==> config.mk <==
export PLATFORM = sky130hd
export DESIGN_NAME = cvr_mix
export DESIGN_NICKNAME = d
export VERILOG_FILES = /design/src/hw/rtl/convolution_reverb_wet_dry_defines.svh /design/src/hw/rtl/cvr_pkg.sv /design/src/hw/rtl/cvr_mix.sv
export SDC_FILE = /design/constraint.sdc
export NUM_CORES = 2
export LEC_CHECK = 0
export ABC_AREA = 1
export BUFFER_PORTS_ARGS = -buffer_cell sky130_fd_sc_hd__buf_2
export CORE_UTILIZATION = 31
export DETAILED_ROUTE_END_ITERATION = 12
export PLACE_DENSITY = 0.56
export RECOVER_POWER = 25
export SETUP_SLACK_MARGIN = 0.4
export SLEW_MARGIN = 30
export SYNTH_ARGS = -nofsm -noshare
export SYNTH_HDL_FRONTEND = slang
export SYNTH_SLANG_ARGS = --single-unit
==> constraint.sdc <==
create_clock -name clock -period 6.7 [get_ports clock]
set_input_delay 1.34 -clock clock [delete_from_list [all_inputs] [get_ports clock]]
set_output_delay 1.34 -clock clock [all_outputs]
set_load 0.005 [all_outputs]
==> src/hw/rtl/convolution_reverb_wet_dry_defines.svh <==
// ----------------------------------------------------------------------------
// convolution reverb wet/dry assertion macros
// concurrent assertion helpers; empty when building for synthesis
// ----------------------------------------------------------------------------
`ifndef CONVOLUTION_REVERB_WET_DRY_DEFINES_SVH
`define CONVOLUTION_REVERB_WET_DRY_DEFINES_SVH

`ifndef SYNTHESIS

// same-cycle implication
`define CVR_ASSERT_IMPLY(name, clk, rst, pre, post) \
   name: assert property (@(posedge clk) disable iff (rst) (pre) |-> (post)) \
      else $error("cvr assertion failed");

// next-cycle implication
`define CVR_ASSERT_NEXT(name, clk, rst, pre, post) \
   name: assert property (@(posedge clk) disable iff (rst) (pre) |=> (post)) \
      else $error("cvr assertion failed");

`else

`define CVR_ASSERT_IMPLY(name, clk, rst, pre, post)

`define CVR_ASSERT_NEXT(name, clk, rst, pre, post)

`endif

`endif

==> src/hw/rtl/cvr_pkg.sv <==
// ----------------------------------------------------------------------------
// cvr_pkg
// shared types and constants of the convolution reverb block
// ----------------------------------------------------------------------------
package cvr_pkg;

   localparam int SAMPLE_BITS    = 16;
   localparam int SAMPLE_FRAC    = 15;
   localparam int GAIN_BITS      = 16;
   localparam int GAIN_FRAC      = 15;
   localparam int OUT_SHIFT      = SAMPLE_FRAC + GAIN_FRAC;
   localparam int IR_LEN_BITS    = 11;
   localparam int TAP_INDEX_BITS = 10;
   localparam int CSR_DATA_BITS  = 16;
   localparam int CSR_INDEX_BITS = 2;

   localparam logic [GAIN_BITS-1:0]   GAIN_ONE      = 16'h8000;
   localparam logic [GAIN_BITS-1:0]   WET_RESET     = 16'h4000;
   localparam logic [GAIN_BITS-1:0]   DRY_RESET     = 16'h8000;
   localparam logic [IR_LEN_BITS-1:0] IR_LEN_RESET  = 11'd0;

   typedef enum logic [CSR_INDEX_BITS-1:0] {
      CSR_WET_GAIN  = 2'd0,
      CSR_DRY_GAIN  = 2'd1,
      CSR_IR_LENGTH = 2'd2
   } csr_index_type;

   typedef enum logic {
      REQ_SAMPLE = 1'b0,
      REQ_TAP    = 1'b1
   } req_kind_type;

   typedef enum logic [1:0] {
      ST_IDLE,
      ST_CONV,
      ST_MIX,
      ST_EMIT
   } state_type;

   typedef struct packed {
      logic tap_wr;
      logic sample_wr;
      logic first;
      logic start;
   } mac_cmd_type;

endpackage

==> src/hw/rtl/cvr_mix.sv <==
// ----------------------------------------------------------------------------
// cvr_mix
// wet/dry gain, rounding and saturation over five pipelined steps
// ----------------------------------------------------------------------------
module cvr_mix #(
   parameter int ACC_W = 43
) (
   input  logic                                   clock,
   input  logic                                   reset,
   input  logic                                   start,
   input  logic signed [ACC_W-1:0]                conv,
   input  logic signed [cvr_pkg::SAMPLE_BITS-1:0] x,
   input  logic [cvr_pkg::GAIN_BITS-1:0]          wet,
   input  logic [cvr_pkg::GAIN_BITS-1:0]          dry,
   output logic                                   done,
   output logic signed [cvr_pkg::SAMPLE_BITS-1:0] out_sample
);

   localparam int SB    = cvr_pkg::SAMPLE_BITS;
   localparam int GB    = cvr_pkg::GAIN_BITS;
   localparam int LO_W  = ACC_W / 2;
   localparam int HI_W  = ACC_W - LO_W;
   localparam int LP_W  = LO_W + GB;
   localparam int HP_W  = HI_W + GB + 1;
   localparam int DP_W  = SB + GB + 1;
   localparam int TOT_W = ACC_W + GB + 2;

   localparam logic signed [TOT_W-1:0] ROUND  = TOT_W'(1) <<< (cvr_pkg::OUT_SHIFT - 1);
   localparam logic signed [TOT_W-1:0] SAT_HI = TOT_W'((1 <<< (SB - 1)) - 1);
   localparam logic signed [TOT_W-1:0] SAT_LO = -SAT_HI - TOT_W'(1);

   logic [4:0]              v_ff, v_in;
   logic [LP_W-1:0]         lo_prod_ff;
   logic signed [HI_W-1:0]  hi_ff;
   logic signed [HP_W-1:0]  hi_prod_ff;
   logic signed [DP_W-1:0]  dry_prod_ff;
   logic signed [TOT_W-1:0] sum_ff, sum_in, total_ff, total_in, shifted;
   logic signed [SB-1:0]    out_ff, out_in;

   always_comb begin
      v_in     = {v_ff[3:0], start};
      sum_in   = (TOT_W'(hi_prod_ff) <<< LO_W) + $signed(TOT_W'(lo_prod_ff));
      total_in = sum_ff + (TOT_W'(dry_prod_ff) <<< cvr_pkg::SAMPLE_FRAC) + ROUND;
      shifted  = total_ff >>> cvr_pkg::OUT_SHIFT;
      if (shifted > SAT_HI) begin
         out_in = SAT_HI[SB-1:0];
      end else if (shifted < SAT_LO) begin
         out_in = SAT_LO[SB-1:0];
      end else begin
         out_in = shifted[SB-1:0];
      end
   end

   always_ff @(posedge clock) begin
      if (reset) begin
         v_ff <= '0;
      end else begin
         v_ff <= v_in;
      end
   end

   always_ff @(posedge clock) begin
      lo_prod_ff  <= LP_W'(conv[LO_W-1:0]) * LP_W'(wet);
      dry_prod_ff <= DP_W'(x) * $signed({1'b0, dry});
      hi_ff       <= conv[ACC_W-1:LO_W];
      hi_prod_ff  <= HP_W'(hi_ff) * $signed({1'b0, wet});
      sum_ff      <= sum_in;
      total_ff    <= total_in;
      if (v_ff[3]) begin
         out_ff <= out_in;
      end
   end

   assign done       = v_ff[4];
   assign out_sample = out_ff;

endmodule

Yosys cells after proc, flatten, opt, wreduce, memory -nomap -nowiden
Index checks and enable logic that the tools add are counted.
- input bits: 94
- bits in registers: 274
- output and inout port bits: 17
- multipliers: 3
- magnitude comparators: 2
- $add $sub $neg: 3
- mux-type cells: 1
- operators with widths (kind ; count):
    $add 60x38->61 ; 1
    $add 61x31->61 const B ; 1
    $add 61x48->61 ; 1
    $mul 22x17->39 ; 1
    $mul 21x16->37 ; 1
    $mul 16x17->33 ; 1
    $gt 31x16->1 const B ; 1
    $lt 31x16->1 const B ; 1
    $mux 16 ; 1

Depth between registers and ports, before layout
- word-level depth: 2
- mapped depth: 29
- depth with buffers taken out: 27

Least setup slack after synthesis
Ideal clock, no wire load.
- kind: input-to-reg
- from: input wet[5] (netlist name)
- to: register hi_prod_ff[38]
- setup time: 0.058 ns
- data arrival time: 6.503 ns
- path slack: 0.139 ns
- stages on the path: 22
- required time: 6.642 ns
- buffers on the path: 2
- cell sequence: clkbuf_1 -> clkbuf_1 -> nand2_1 -> fa_1 -> inv_1 -> fa_1 -> inv_1 -> fa_1 -> fa_1 -> fa_1 -> fa_1 -> inv_1 -> ha_1 -> nand2_1 -> nor2_1 -> inv_1 -> or2_1 -> nor2_1 -> nand3_1 -> nand3_1 -> nand2_1 -> nand2_1
- word-level cells in the longest chain between the ends: 1
- RTL lines (item ; line ; text):
    from (decl) ; cvr_mix.sv:13 ; input logic [cvr_pkg::GAIN_BITS-1:0] wet,
    $mul 22x17->39 ; cvr_mix.sv:66 ; hi_prod_ff <= HP_W'(hi_ff) * $signed({1'b0, wet});
    to (signal assigned) ; cvr_mix.sv:66 ;
    to (decl) ; cvr_mix.sv:35 ; logic signed [HP_W-1:0] hi_prod_ff;
No other way between the ends.
A chain may end at the register's enable or synchronous reset.

Worst setup path in the final report
- from: input dry[0] (netlist name)
- to: register dry_prod_ff[17]
- word-level cells in the longest chain between the ends: 1
- RTL lines (item ; line ; text):
    from (decl) ; cvr_mix.sv:14 ; input logic [cvr_pkg::GAIN_BITS-1:0] dry,
    $mul 16x17->33 ; cvr_mix.sv:64 ; dry_prod_ff <= DP_W'(x) * $signed({1'b0, dry});
    to (signal assigned) ; cvr_mix.sv:64 ;
    to (decl) ; cvr_mix.sv:36 ; logic signed [DP_W-1:0] dry_prod_ff;
No other way between the ends.

==> qor.yml <==
period_share_pct: 92.19
grt_overflow_total: 0
synth_top_cell_by_area: "fa_1"
synth_edf_count: 16
crit_slowest_cell: "clkbuf_1"
start_kind: "input pin"
ys_seq_area_share_pct: 9.934
syn-num-nets: 7284
initial_core_util_pct: 31.18
failed_checks: "capacitance limit, slew limit"
post_synth_num_cell_types: 45
wl_per_cell_um: 15.40
clock-sinks: 214
post-cts-setup-buffer-count: 0
fin_nets: 7497
die_x_um: 381.9
post-route-util_pct: 35.11
final_cell_mix: "nand2_1, inv_1, fa_1"
cap_violations: 1
synth_xor_area_share_pct: 2.075
hpwlAfterDp_um: 109500
drt_iter0_markers: 2006
async_flop_share_pct: 0
rows: 139
grt.total_usage_pct: 17.42
ys_seq_elements: 214
crit_path_start: "dry[0]"
drv_slew: 16
avgSynthCellArea_um2: 7.513
synthAdderAreaFrac_pct: 48.08
fill_cells: 15256
drive_above_1_share_pct: 8.824
min_from: "lo_prod_ff[15]$_DFF_P_"
synthFlopType: "dfxtp_1"
wl_um: 124600
clk_latency_ns: 0.63
r2r_slack_ns: 0.83
endpoint_kind: "flop"
cts_buffers: 26
max-slew-margin-rel_pct: -28.78
io_buffers: 110
area_delta_synth_final_pct: 12.60
die-area_um2: 145800
fin_worst_skew_ns: 0.05025
min-delay-path-class: "reg2reg"
synth_top_family_by_area: "adder cells"
max_clock_freq_mhz: 161.9
run_status: "finished with violations"
finalCriticalPeriod_ns: 6.177
max_stage_delay_ns: 0.60
finalHoldViolations: 0
synth_compound_area_share_pct: 4.796
crit_required_ns: 7.13
fp.coreArea_um2: 143500
synth_mux_area_share_pct: 0
finalSetupViolCount: 0
fp.dieH_um: 381.9
syn_inst: 5955
worstPathMaxFanout: 13
clkTransAtPathRegs_ns: 0.07
drtAntennaViolNets: 0
tightestPinTransition_ns: 1.907
yosysTopAreaCellShare_pct: 36.11
place_congestion: 0.9041
clockBufferDepth: 3
grt_max_degree: 29
grt_setup_unrepaired: "yes"
drc: 0
cp_common_cell: "nand2_1"
synth_area_um2: 44740
ios: 111
grt_pass1_vias: 38092
hold_buffers: 0
cts_tree: "built"
cts_root_buf: "clkbuf_16"
synth_area_leaders: "fa_1, nand2_1, inv_1, ha_1, dfxtp_1"
worstPathCellList: "buf_2 -> clkbuf_1 -> nand2_1 -> fa_1 -> fa_1 -> inv_1 -> ha_1 -> inv_1 -> fa_1 -> fa_1 -> fa_1 -> inv_1 -> ha_1 -> a21oi_1 -> o21ai_1 -> a21oi_2 -> inv_1 -> nand2_1 -> nand2_1 -> nand2_1 -> nand2_1 -> nand2_1 -> nand2_1"
htreeDepth: 1
vias: 36360
firstDrtPassIters: 5
arrival_ns: 6.61
grt_first_pass_wirelength_um: 203600
yosysWarnings: 0
antenna_found_initial: 0
synthSimpleGateAreaFrac_pct: 19.62
regToRegStartpoint: "hi_ff[7]$_DFF_P_"
crit_type: "in2reg"
viasPerCell: 4.493
[flip-flops by register name, indices dropped and copies added (netlist names)]
signal and count:
dry_prod_ff 33, hi_ff 22, hi_prod_ff 39, lo_prod_ff 22
out_sample 16, sum_ff 46, total_ff 31, v_ff 5
[worst paths after layout]
check,cells after the start,endpoint
setup / recovery,23,dry_prod_ff[17]$_DFF_P_
hold / removal,0,sum_ff[15]$_DFF_P_
setup reg to reg,23,hi_prod_ff[35]$_DFF_P_
hold reg to reg,0,sum_ff[15]$_DFF_P_
[per-layer routing]
layer | wire (µm) | global-route usage, %
met1 | 59090 | 24.32
met2 | 57080 | 29.09
met5 | 0 | 0
met4 | 2500 | 3.326
met3 | 5961 | 1.863
[cell families after synthesis]
| logic type | Yosys count |
|---|---|
| and+or+nand+nor | 2174 |
| DFF | 214 |
| xor gates and xnor gates | 106 |
| adders and majority gates | 1235 |
| buffers and inverters | 1846 |
| AOI/OAI and AO/OA | 380 |
[synth_stat cells, drive strengths merged (22+ instances only)]
master / count
a21o: 22
a21oi: 182
clkbuf: 215
dfxtp: 198
fa: 807
ha: 428
inv: 1628
nand2: 1640
nand3: 134
nand4: 39
nor2: 276
nor3: 34
o21ai: 111
o21bai: 26
xnor2: 28
xor2: 78
[timing repair]
item                                   4_1_cts  5_1_grt
resized for setup                            1       53
pin swaps                                    0        3
endpoints found under the hold margin        0        0
cloned                                       0        1
setup endpoints to repair                    1       43
[metrics by stage]
step,TNS [ns],cell area [µm²],hold WS [ns],setup WS [ns],cells
2_1_floorplan,0,44970,0.3096,0.3818,5955
3_3_place_gp,-1.789,49270,0.3176,-0.2190,8042
3_5_place_dp,-2.776,49290,0.3246,-0.2260,8042
4_1_cts,0,50210,0.3331,0.4125,8090
5_1_grt,0,50380,0.3366,0.2048,8091
6_report,0,50380,0.3305,0.5235,8092
[worst max-delay path: cells and delay by family]
kind	cells	cell delay (ns)
compound gates	3	0.61
fa+ha+maj	7	2.91
simple gates	7	0.69
buf+inv	6	1.03
[final cells by class]
cell class	count	area (µm²)	area share [%]
tap	1903	2381	4.726
antenna	1	2.502	0.004967
clock buffer	34	730.7	1.450
clock inverter	14	187.7	0.3725
timing repair buffer	403	3009	5.973
inverter	1628	6111	12.13
sequential	214	4444	8.822
multi-input combinational	3895	33510	66.52
Power is not shown: default switching activity piles up to over one toggle a cycle in this logic, so the estimate is an artifact.
